[src/rtl/core/brf_pkg.sv]
// Shared types and constants for the black rectangle extent finder.
// Depends on nothing; the top level, brf_scan, brf_eval, the checker and the testbench import it.
package brf_pkg;

    localparam int CFG_DW = 7;
    localparam int CFG_AW = 1;

    localparam logic [CFG_AW-1:0] CFG_IMAGE_ROWS = 1'b0;
    localparam logic [CFG_AW-1:0] CFG_IMAGE_COLS = 1'b1;
    localparam logic [CFG_DW-1:0] CFG_DIM_RESET  = 7'd64;

    localparam int NCRIT = 3;
    localparam logic [1:0] CRIT_HEIGHT = 2'd0;
    localparam logic [1:0] CRIT_WIDTH  = 2'd1;
    localparam logic [1:0] CRIT_AREA   = 2'd2;

    typedef struct packed {
        logic valid;
        logic close;
        logic opens;
        logic last_pixel;
    } t_evt_ctl;

endpackage

[src/rtl/core/brf_pix_if.sv]
// Pixel stream channel: valid, ready and a one-bit pixel per beat.
// Depends on nothing.
interface brf_pix_if;
    logic valid;
    logic ready;
    logic pixel;

    modport source (output valid, output pixel, input ready);
    modport sink (input valid, input pixel, output ready);
endinterface

[src/rtl/core/brf_res_if.sv]
// Result channel: valid, ready and one rectangle report per beat.
// Depends on nothing.
interface brf_res_if;
    logic        valid;
    logic        ready;
    logic [1:0]  criterion;
    logic        found;
    logic [5:0]  corner_row;
    logic [5:0]  corner_col;
    logic [6:0]  rect_height;
    logic [6:0]  rect_width;
    logic [12:0] rect_area;
    logic        last;

    modport source (output valid, output criterion, output found, output corner_row,
                    output corner_col, output rect_height, output rect_width,
                    output rect_area, output last, input ready);
    modport sink (input valid, input criterion, input found, input corner_row,
                  input corner_col, input rect_height, input rect_width,
                  input rect_area, input last, output ready);
endinterface

[src/rtl/core/black_rectangle_extent_finder.sv]
// Black rectangle extent finder: takes one pixel per cycle in raster order and reports
// the first rectangle of largest height, width and area as three beats after the last
// pixel of each image. Sustained rate is one pixel per clock; a pixel passes a scan stage
// (one line-store read and write) and an evaluation stage (a small multiply and three
// compares), and the results are registered in a result buffer. Input stalls only while
// an image ends and the previous image's three beats have not all been taken.
// Depends on brf_pkg, brf_pix_if, brf_res_if, brf_scan and brf_eval.
module black_rectangle_extent_finder
    import brf_pkg::*;
#(
    parameter int MAX_DIM = 64
) (
    input  logic              i_clk,
    input  logic              i_rst_n,
    input  logic              i_cfg_we,
    input  logic [CFG_AW-1:0] i_cfg_addr,
    input  logic [CFG_DW-1:0] i_cfg_wdata,
    brf_pix_if.sink           i_pix,
    brf_res_if.source         o_res
);

    localparam int IW = $clog2(MAX_DIM);
    localparam int CW = $clog2(MAX_DIM + 1);

    logic [CFG_DW-1:0] r_rows, r_cols;
    t_evt_ctl          ev;
    logic              take;
    logic [IW-1:0]     ev_start, ev_row, rd_top;
    logic [CW-1:0]     ev_len, rd_width;

    always_ff @(posedge i_clk) begin
        if (!i_rst_n) begin
            r_rows <= CFG_DIM_RESET;
            r_cols <= CFG_DIM_RESET;
        end else if (i_cfg_we) begin
            unique case (i_cfg_addr)
                CFG_IMAGE_ROWS: r_rows <= i_cfg_wdata;
                CFG_IMAGE_COLS: r_cols <= i_cfg_wdata;
            endcase
        end
    end

    brf_scan #(.MAX_DIM(MAX_DIM)) u_scan (
        .i_clk       (i_clk),
        .i_rst_n     (i_rst_n),
        .i_rows_raw  (r_rows),
        .i_cols_raw  (r_cols),
        .i_pix_valid (i_pix.valid),
        .i_pixel     (i_pix.pixel),
        .o_pix_ready (i_pix.ready),
        .i_take      (take),
        .o_ev        (ev),
        .o_ev_start  (ev_start),
        .o_ev_row    (ev_row),
        .o_ev_len    (ev_len),
        .o_rd_top    (rd_top),
        .o_rd_width  (rd_width)
    );

    brf_eval #(.MAX_DIM(MAX_DIM)) u_eval (
        .i_clk      (i_clk),
        .i_rst_n    (i_rst_n),
        .i_ev       (ev),
        .i_ev_start (ev_start),
        .i_ev_row   (ev_row),
        .i_ev_len   (ev_len),
        .i_rd_top   (rd_top),
        .i_rd_width (rd_width),
        .o_take     (take),
        .o_res      (o_res)
    );

endmodule

[src/rtl/core/brf_scan.sv]
// Raster scan front end: position counters, run tracking, the row of above
// bits and the per-column line store. Depends on brf_pkg.
module brf_scan
    import brf_pkg::*;
#(
    parameter int MAX_DIM = 64
) (
    input  logic              i_clk,
    input  logic              i_rst_n,
    input  logic [CFG_DW-1:0] i_rows_raw,
    input  logic [CFG_DW-1:0] i_cols_raw,
    input  logic              i_pix_valid,
    input  logic              i_pixel,
    output logic              o_pix_ready,
    input  logic              i_take,
    output t_evt_ctl          o_ev,
    output logic [$clog2(MAX_DIM)-1:0]   o_ev_start,
    output logic [$clog2(MAX_DIM)-1:0]   o_ev_row,
    output logic [$clog2(MAX_DIM+1)-1:0] o_ev_len,
    output logic [$clog2(MAX_DIM)-1:0]   o_rd_top,
    output logic [$clog2(MAX_DIM+1)-1:0] o_rd_width
);

    localparam int IW = $clog2(MAX_DIM);
    localparam int CW = $clog2(MAX_DIM + 1);
    localparam int FW = (CW > CFG_DW) ? CW : CFG_DW;

    function automatic logic [CW-1:0] clamp_dim(input logic [CFG_DW-1:0] raw);
        logic [FW-1:0] v;
        v = FW'(raw);
        if (v == '0) begin
            return CW'(1);
        end else if (v > FW'(MAX_DIM)) begin
            return CW'(MAX_DIM);
        end
        return CW'(v);
    endfunction

    logic [IW-1:0]      r_row, r_col, r_start, n_start;
    logic [CW-1:0]      r_len, n_len;
    logic               r_opens, n_opens;
    logic [MAX_DIM-1:0] r_above;
    t_evt_ctl           r_ev;

    logic [IW-1:0] mem_top [MAX_DIM];
    logic [CW-1:0] mem_width [MAX_DIM];

    logic [CW-1:0] rows, cols, col_inc, row_inc;
    logic          row_end, img_end, close, accept;

    always_comb begin
        rows    = clamp_dim(i_rows_raw);
        cols    = clamp_dim(i_cols_raw);
        col_inc = CW'(r_col) + CW'(1);
        row_inc = CW'(r_row) + CW'(1);
        row_end = col_inc >= cols;
        img_end = row_end && !(row_inc < rows);
        n_start = r_start;
        n_opens = r_opens;
        n_len   = r_len;
        if (i_pixel) begin
            if (r_len == '0) begin
                n_start = r_col;
                n_opens = !r_above[r_col];
            end
            if (r_len < CW'(MAX_DIM)) begin
                n_len = r_len + CW'(1);
            end
        end
        close = (n_len != '0) && (!i_pixel || row_end);
    end

    assign o_pix_ready = !r_ev.valid || i_take;
    assign accept      = i_pix_valid && o_pix_ready;

    always_ff @(posedge i_clk) begin
        if (!i_rst_n) begin
            r_row   <= '0;
            r_col   <= '0;
            r_start <= '0;
            r_len   <= '0;
            r_opens <= 1'b0;
            r_above <= '0;
            r_ev    <= '0;
        end else begin
            if (i_take && !accept) begin
                r_ev.valid <= 1'b0;
            end
            if (accept) begin
                r_ev.valid      <= close || img_end;
                r_ev.close      <= close;
                r_ev.opens      <= n_opens;
                r_ev.last_pixel <= img_end;
                if (img_end) begin
                    r_row   <= '0;
                    r_col   <= '0;
                    r_start <= '0;
                    r_len   <= '0;
                    r_opens <= 1'b0;
                    r_above <= '0;
                end else begin
                    r_above[r_col] <= i_pixel;
                    r_start        <= n_start;
                    r_len          <= close ? '0 : n_len;
                    r_opens        <= close ? 1'b0 : n_opens;
                    if (row_end) begin
                        r_col <= '0;
                        r_row <= IW'(row_inc);
                    end else begin
                        r_col <= IW'(col_inc);
                    end
                end
            end
        end
    end

    always_ff @(posedge i_clk) begin
        if (accept) begin
            o_ev_start <= n_start;
            o_ev_row   <= r_row;
            o_ev_len   <= n_len;
            o_rd_top   <= mem_top[n_start];
            o_rd_width <= mem_width[n_start];
            if (close && n_opens) begin
                mem_top[n_start]   <= r_row;
                mem_width[n_start] <= n_len;
            end
        end
    end

    assign o_ev = r_ev;

endmodule

[src/rtl/core/brf_eval.sv]
// Candidate evaluation, the three best-rectangle registers and the result
// buffer that plays out three beats per image. Depends on brf_pkg.
module brf_eval
    import brf_pkg::*;
#(
    parameter int MAX_DIM = 64
) (
    input  logic     i_clk,
    input  logic     i_rst_n,
    input  t_evt_ctl i_ev,
    input  logic [$clog2(MAX_DIM)-1:0]   i_ev_start,
    input  logic [$clog2(MAX_DIM)-1:0]   i_ev_row,
    input  logic [$clog2(MAX_DIM+1)-1:0] i_ev_len,
    input  logic [$clog2(MAX_DIM)-1:0]   i_rd_top,
    input  logic [$clog2(MAX_DIM+1)-1:0] i_rd_width,
    output logic     o_take,
    brf_res_if.source o_res
);

    localparam int IW = $clog2(MAX_DIM);
    localparam int CW = $clog2(MAX_DIM + 1);
    localparam int AW = 2 * CW;

    logic [IW-1:0] r_best_row [NCRIT], n_best_row [NCRIT];
    logic [IW-1:0] r_best_col [NCRIT], n_best_col [NCRIT];
    logic [CW-1:0] r_best_h [NCRIT], n_best_h [NCRIT];
    logic [CW-1:0] r_best_w [NCRIT], n_best_w [NCRIT];
    logic [AW-1:0] r_best_a [NCRIT], n_best_a [NCRIT];
    logic          r_found;

    logic [IW-1:0] r_snap_row [NCRIT], r_snap_col [NCRIT];
    logic [CW-1:0] r_snap_h [NCRIT], r_snap_w [NCRIT];
    logic [AW-1:0] r_snap_a [NCRIT];
    logic          r_snap_found, r_snap_valid;
    logic [1:0]    r_snap_idx;

    logic [IW-1:0] top;
    logic [CW-1:0] cand_h, cand_w;
    logic [AW-1:0] cand_a, key_c, key_b;

    always_comb begin
        top    = i_ev.opens ? i_ev_row : i_rd_top;
        cand_w = i_ev.opens ? i_ev_len : i_rd_width;
        if (top > i_ev_row) begin
            top = i_ev_row;
        end
        cand_h = CW'(i_ev_row) - CW'(top) + CW'(1);
        cand_a = AW'(cand_h) * AW'(cand_w);
        for (int k = 0; k < NCRIT; k++) begin
            n_best_row[k] = r_best_row[k];
            n_best_col[k] = r_best_col[k];
            n_best_h[k]   = r_best_h[k];
            n_best_w[k]   = r_best_w[k];
            n_best_a[k]   = r_best_a[k];
            unique case (2'(k))
                CRIT_HEIGHT: begin
                    key_c = AW'(cand_h);
                    key_b = AW'(r_best_h[k]);
                end
                CRIT_WIDTH: begin
                    key_c = AW'(cand_w);
                    key_b = AW'(r_best_w[k]);
                end
                default: begin
                    key_c = cand_a;
                    key_b = r_best_a[k];
                end
            endcase
            if (i_ev.close && key_c > key_b) begin
                n_best_row[k] = top;
                n_best_col[k] = i_ev_start;
                n_best_h[k]   = cand_h;
                n_best_w[k]   = cand_w;
                n_best_a[k]   = cand_a;
            end
        end
    end

    assign o_take = i_ev.valid && !(i_ev.last_pixel && r_snap_valid);

    always_ff @(posedge i_clk) begin
        if (!i_rst_n) begin
            r_found      <= 1'b0;
            r_snap_valid <= 1'b0;
            r_snap_idx   <= CRIT_HEIGHT;
            for (int k = 0; k < NCRIT; k++) begin
                r_best_row[k] <= '0;
                r_best_col[k] <= '0;
                r_best_h[k]   <= '0;
                r_best_w[k]   <= '0;
                r_best_a[k]   <= '0;
            end
        end else begin
            if (o_res.valid && o_res.ready) begin
                if (r_snap_idx == CRIT_AREA) begin
                    r_snap_valid <= 1'b0;
                end else begin
                    r_snap_idx <= r_snap_idx + 2'd1;
                end
            end
            if (o_take) begin
                if (i_ev.last_pixel) begin
                    r_snap_valid <= 1'b1;
                    r_snap_idx   <= CRIT_HEIGHT;
                    r_found      <= 1'b0;
                    for (int k = 0; k < NCRIT; k++) begin
                        r_best_row[k] <= '0;
                        r_best_col[k] <= '0;
                        r_best_h[k]   <= '0;
                        r_best_w[k]   <= '0;
                        r_best_a[k]   <= '0;
                    end
                end else begin
                    r_found <= r_found || i_ev.close;
                    for (int k = 0; k < NCRIT; k++) begin
                        r_best_row[k] <= n_best_row[k];
                        r_best_col[k] <= n_best_col[k];
                        r_best_h[k]   <= n_best_h[k];
                        r_best_w[k]   <= n_best_w[k];
                        r_best_a[k]   <= n_best_a[k];
                    end
                end
            end
        end
    end

    always_ff @(posedge i_clk) begin
        if (o_take && i_ev.last_pixel) begin
            r_snap_found <= r_found || i_ev.close;
            for (int k = 0; k < NCRIT; k++) begin
                r_snap_row[k] <= n_best_row[k];
                r_snap_col[k] <= n_best_col[k];
                r_snap_h[k]   <= n_best_h[k];
                r_snap_w[k]   <= n_best_w[k];
                r_snap_a[k]   <= n_best_a[k];
            end
        end
    end

    assign o_res.valid       = r_snap_valid;
    assign o_res.criterion   = r_snap_idx;
    assign o_res.found       = r_snap_found;
    assign o_res.corner_row  = 6'(r_snap_row[r_snap_idx]);
    assign o_res.corner_col  = 6'(r_snap_col[r_snap_idx]);
    assign o_res.rect_height = 7'(r_snap_h[r_snap_idx]);
    assign o_res.rect_width  = 7'(r_snap_w[r_snap_idx]);
    assign o_res.rect_area   = 13'(r_snap_a[r_snap_idx]);
    assign o_res.last        = r_snap_idx == CRIT_AREA;

endmodule

[src/flat_wrapper.sv]
// flat-port wrapper written by rule: the top's interface ports become plain ports
module black_rectangle_extent_finder_flat import brf_pkg::*;
#(
    parameter int MAX_DIM = 64
)
  (i_clk, i_rst_n, i_cfg_we, i_cfg_addr, i_cfg_wdata, i_pix_valid, i_pix_pixel, i_pix_ready, o_res_valid, o_res_criterion, o_res_found, o_res_corner_row, o_res_corner_col, o_res_rect_height, o_res_rect_width, o_res_rect_area, o_res_last, o_res_ready);
  brf_pix_if i_pix_i ();
  brf_res_if o_res_i ();
  input  logic i_clk;
  input  logic i_rst_n;
  input  logic i_cfg_we;
  input  logic [CFG_AW-1:0] i_cfg_addr;
  input  logic [CFG_DW-1:0] i_cfg_wdata;
  input wire logic [$bits(i_pix_i.valid)-1:0] i_pix_valid;
  input wire logic [$bits(i_pix_i.pixel)-1:0] i_pix_pixel;
  output wire logic [$bits(i_pix_i.ready)-1:0] i_pix_ready;
  output wire logic [$bits(o_res_i.valid)-1:0] o_res_valid;
  output wire logic [$bits(o_res_i.criterion)-1:0] o_res_criterion;
  output wire logic [$bits(o_res_i.found)-1:0] o_res_found;
  output wire logic [$bits(o_res_i.corner_row)-1:0] o_res_corner_row;
  output wire logic [$bits(o_res_i.corner_col)-1:0] o_res_corner_col;
  output wire logic [$bits(o_res_i.rect_height)-1:0] o_res_rect_height;
  output wire logic [$bits(o_res_i.rect_width)-1:0] o_res_rect_width;
  output wire logic [$bits(o_res_i.rect_area)-1:0] o_res_rect_area;
  output wire logic [$bits(o_res_i.last)-1:0] o_res_last;
  input wire logic [$bits(o_res_i.ready)-1:0] o_res_ready;
  assign i_pix_i.valid = i_pix_valid;
  assign i_pix_i.pixel = i_pix_pixel;
  assign i_pix_ready = i_pix_i.ready;
  assign o_res_valid = o_res_i.valid;
  assign o_res_criterion = o_res_i.criterion;
  assign o_res_found = o_res_i.found;
  assign o_res_corner_row = o_res_i.corner_row;
  assign o_res_corner_col = o_res_i.corner_col;
  assign o_res_rect_height = o_res_i.rect_height;
  assign o_res_rect_width = o_res_i.rect_width;
  assign o_res_rect_area = o_res_i.rect_area;
  assign o_res_last = o_res_i.last;
  assign o_res_i.ready = o_res_ready;
  black_rectangle_extent_finder #(.MAX_DIM(MAX_DIM)) u_core (.i_clk(i_clk), .i_rst_n(i_rst_n), .i_cfg_we(i_cfg_we), .i_cfg_addr(i_cfg_addr), .i_cfg_wdata(i_cfg_wdata), .i_pix(i_pix_i), .o_res(o_res_i));
endmodule
[config.mk]
export PLATFORM = sky130hd
export DESIGN_NAME = black_rectangle_extent_finder_flat
export DESIGN_NICKNAME = d
export VERILOG_FILES = /design/src/rtl/core/brf_pkg.sv /design/src/rtl/core/brf_pix_if.sv /design/src/rtl/core/brf_res_if.sv /design/src/rtl/core/black_rectangle_extent_finder.sv /design/src/rtl/core/brf_scan.sv /design/src/rtl/core/brf_eval.sv /design/src/flat_wrapper.sv
export SDC_FILE = /design/constraint.sdc
export NUM_CORES = 2
export LEC_CHECK = 0
export ABC_AREA = 1
export ABC_CLOCK_PERIOD_IN_PS = 19750
export BUFFER_PORTS_ARGS = -buffer_cell sky130_fd_sc_hd__buf_4
export CORE_MARGIN = 4
export CORE_UTILIZATION = 65
export DETAILED_ROUTE_END_ITERATION = 8
export GPL_ROUTABILITY_DRIVEN = 0
export PLACE_DENSITY_LB_ADDON = 0.3
export RECOVER_POWER = 50
export SYNTH_ARGS = -nofsm -noshare
export SYNTH_HDL_FRONTEND = slang
export SYNTH_HIERARCHICAL = 1
export SYNTH_SLANG_ARGS = --single-unit
[constraint.sdc]
create_clock -name i_clk -period 19.75 [get_ports i_clk]
set_input_delay 1.975 -clock i_clk [delete_from_list [all_inputs] [get_ports i_clk]]
set_output_delay 1.975 -clock i_clk [all_outputs]
set_load 0.005 [all_outputs]
==> impl_metrics.toml <==
[synthesis]
synth_seq_cells = 1212
synth_nets = 6181
synth_area_leaders = "edfxtp_1 (58%), nand2_1 (19%), dfxtp_1 (4.0%)"
synth_flop_cell = "edfxtp_1"
synth.largest_area_cell = "edfxtp_1"
synthArstFlopShare_pct = 0
synth_top_area_share_pct = 58.44
synth_edf_count = 1100
yosysUniqueCellTypes = 53
syn_inst = 6047
syn_area_sq_um = 56530
seq_area_frac_synth_pct = 62.40
syn-mean-instance-area_sq_um = 9.348
yosysWarnings = 6

[power_and_ir_drop]
p_per_area_nw_per_um2 = 142.6
combPwrFrac_pct = 41.5
pwr-share-seq_pct = 33.1
ir_drop_v = 0.0003548
switching_share_pct = 39.03
p_clk_share_pct = 25.4
netSwitchingPower_mw = 3.431
power.internal_mw = 5.359
p_leak_nw = 26.29

[outcome]
status = "finished, violations left"
violations = "capacitance limit, slew limit"

[flow_run]
max-cap-violations = 28

[timing]
timing.final.crit_share_pct = 58.68
setup-tns-final_ps = 0
fmax_ghz = 0.08629
worst_pin_slew_ps = 3999
slew_violations = 1684
finalCriticalPeriod_ps = 11590
setup_viol = 0
finalClockSkew_ps = 20.55
hold_violations = 0
slew-limit-headroom_pct = -166.6
rsz0062_at_grt = "false"

[clock_network]
ctsLongestPathBuffers = 3
htreeDepth = 3
cts_resized = 0
cts-buffers-inserted = 121
clock_sinks = 1212
cts_tree = "yes"
post_cts_buffers = 0
cts.root.buffer_cell = "clkbuf_16"
clk_pin_slew_ps = 70
postCtsHoldBufs = 0
clk_latency_ps = 700

[setup_path]
criticalPathCategory = "in2reg"
crit_path_end = "u_core/u_scan/mem_top[25][1]"
reg2reg_depth = 45
crit_required_ps = 20050
crit_start = "i_pix_pixel"
path_max_fanout = 150
r2r_start = "u_core/u_scan/o_ev[1]"
arrival_ps = 11890
start_kind = "primary input"
crit_path_end_kind = "register"
rrSetupSlack_ps = 9790
r2r-end = "u_core/u_eval/r_best_w[0][19]"

[floorplan]
die-area_sq_um = 91750
core_sq_um = 85680
rows = 107
die_h_microns = 302.9
fp.dieW_microns = 302.9
ios = 59
start_util_pct = 65.97

[global_route]
grt_pass1_vias = 40355
grtUsageTotal_pct = 30.87
grt_pass1_wl_mm = 221.3
antenna_found_initial = 0
grt_max_degree = 202
globalRouteOverflowTotal = 0

[final_layout]
drive_gt1_share_pct = 6.661
n_antenna_cell = 0
final_cell_mix = "nand2_1 (2820), edfxtp_1 (1100), nor2_1 (441)"
layout_commonest_cell = "nand2_1"
final_nets = 6176
fin_util_pct = 71.94
area_growth_pct = 9.047

[detailed_routing]
drt_iter0_markers = 5323
first_pass_iters = 8
post_drt_wl_per_cell_microns = 19.61
routed_wl_mm = 142.9
routed_via_density = 5.777
drcViolationCount = 0
antenna_left = 0
vias = 42078

[placed_design]
hpwl_mm = 79.24
port_buffers = 58

[min_path]
hold_class = "reg2reg"
## power by group through the flow
stage | combinational [mW] | sequential, mW | clock [mW]
2_1_floorplan | 2.72 | 2.96 | 0
3_3_place_gp | 3.43 | 2.96 | 0
3_5_place_dp | 3.57 | 2.96 | 0
4_1_cts | 3.61 | 2.91 | 2.25
5_1_grt | 4.10 | 2.92 | 2.37
6_report | 3.65 | 2.91 | 2.23
## kinds of logic (layout without fill, tap and decap cells)
logic type | Yosys count | count (layout) | synth area share (%)
buffers and inverters | 696 | 789 | 5.153
xor gates and xnor gates | 21 | 21 | 0.3254
DFF | 1212 | 1212 | 62.40
adders and majority gates | 120 | 120 | 2.988
and+or+nand+nor | 3651 | 3651 | 25.90
AOI/OAI and AO/OA | 347 | 347 | 3.232
## metrics by stage
step | std cells | hold slack (ps) | power [mW] | setup slack, ps | instance area (sq um)
finish | 7284 | 466.9 | 8.790 | 8161 | 61640
global route | 7284 | 479.8 | 9.385 | 7544 | 61640
CTS | 7284 | 453.1 | 8.766 | 9896 | 61800
detailed placement | 7063 | 434.7 | 6.535 | 10050 | 57960
global placement | 7063 | 434.7 | 6.388 | 10380 | 57960
floorplan | 6047 | 444.1 | 5.681 | 11490 | 56530
## layer usage
layer	wire length [microns]	GRT usage, %
met1	53760	41.65
met2	66430	49.82
met3	15960	5.674
met4	6719	13.28
met5	0	0
## worst max-delay path, cell delays in order
cell and delay [ps]:
clkbuf_1 1840, nand3_4 210, nor2_1 970, nand2_1 220
o21ai_4 140, buf_12 530, clkinvlp_2 3150, nor3_2 1100
nand4_4 470, nor2_1 1170
## layout make-up
cell class,instances,area [sq um]
clock buffer,151,3226
inverter,402,1526
tap,1144,1431
sequential,1212,35280
timing repair buffer,166,1171
clock inverter,70,615.6
fill,6011,24040
multi-input combinational,4139,18390
## worst min path at each step
stage	to	depth (start not counted)	startpoint	slack, ps
final	u_core/u_scan/r_start[4]	2	u_core/u_scan/r_start[4]	470
after global placement	u_core/u_scan/o_ev_row[1]	0	u_core/u_scan/r_row[1]	430
after global routing	u_core/u_scan/r_start[5]	2	u_core/u_scan/r_start[5]	480
after floorplan	u_core/u_scan/o_ev[1]	2	u_core/u_scan/o_ev[1]	440
after CTS	u_core/u_scan/o_ev_row[1]	0	u_core/u_scan/r_row[1]	450
after detailed placement	u_core/u_scan/o_ev_row[1]	0	u_core/u_scan/r_row[1]	430
## registers in the layout, indices dropped and copies added, names as in the netlist, 7 cells and up
| register | count |
|---|---|
| u_core/u_eval/r_best_h | 21 |
| u_core/r_rows | 7 |
| u_core/u_eval/r_best_row | 18 |
| u_core/u_scan/o_ev_len | 7 |
| u_core/u_scan/mem_width | 448 |
| u_core/r_cols | 7 |
| u_core/u_eval/r_snap_row | 18 |
| u_core/u_eval/r_snap_a | 39 |
| u_core/u_eval/r_snap_w | 21 |
| u_core/u_scan/o_rd_width | 7 |
| u_core/u_scan/r_above | 64 |
| u_core/u_eval/r_best_w | 21 |
| u_core/u_eval/r_snap_col | 18 |
| u_core/u_scan/r_len | 7 |
| u_core/u_eval/r_snap_h | 21 |
| u_core/u_scan/mem_top | 384 |
| u_core/u_eval/r_best_col | 18 |
| u_core/u_eval/r_best_a | 40 |
## synth_stat cells (13+ instances only)
library cell / n
nand3b_1: 44
nand2_1: 2825
edfxtp_1: 1100
ha_1: 95
buf_1: 14
clkbuf_1: 111
buf_4: 16
nor2_1: 438
o21ai_1: 28
nor3_1: 14
buf_2: 146
a21oi_1: 197
nand4_1: 13
o21ai_0: 99
inv_1: 381
inv_2: 15
dfxtp_1: 112
fa_1: 25
or2_2: 27
xor2_1: 15
nand3_1: 250
No activity file was read; power rests on OpenSTA's default activity.
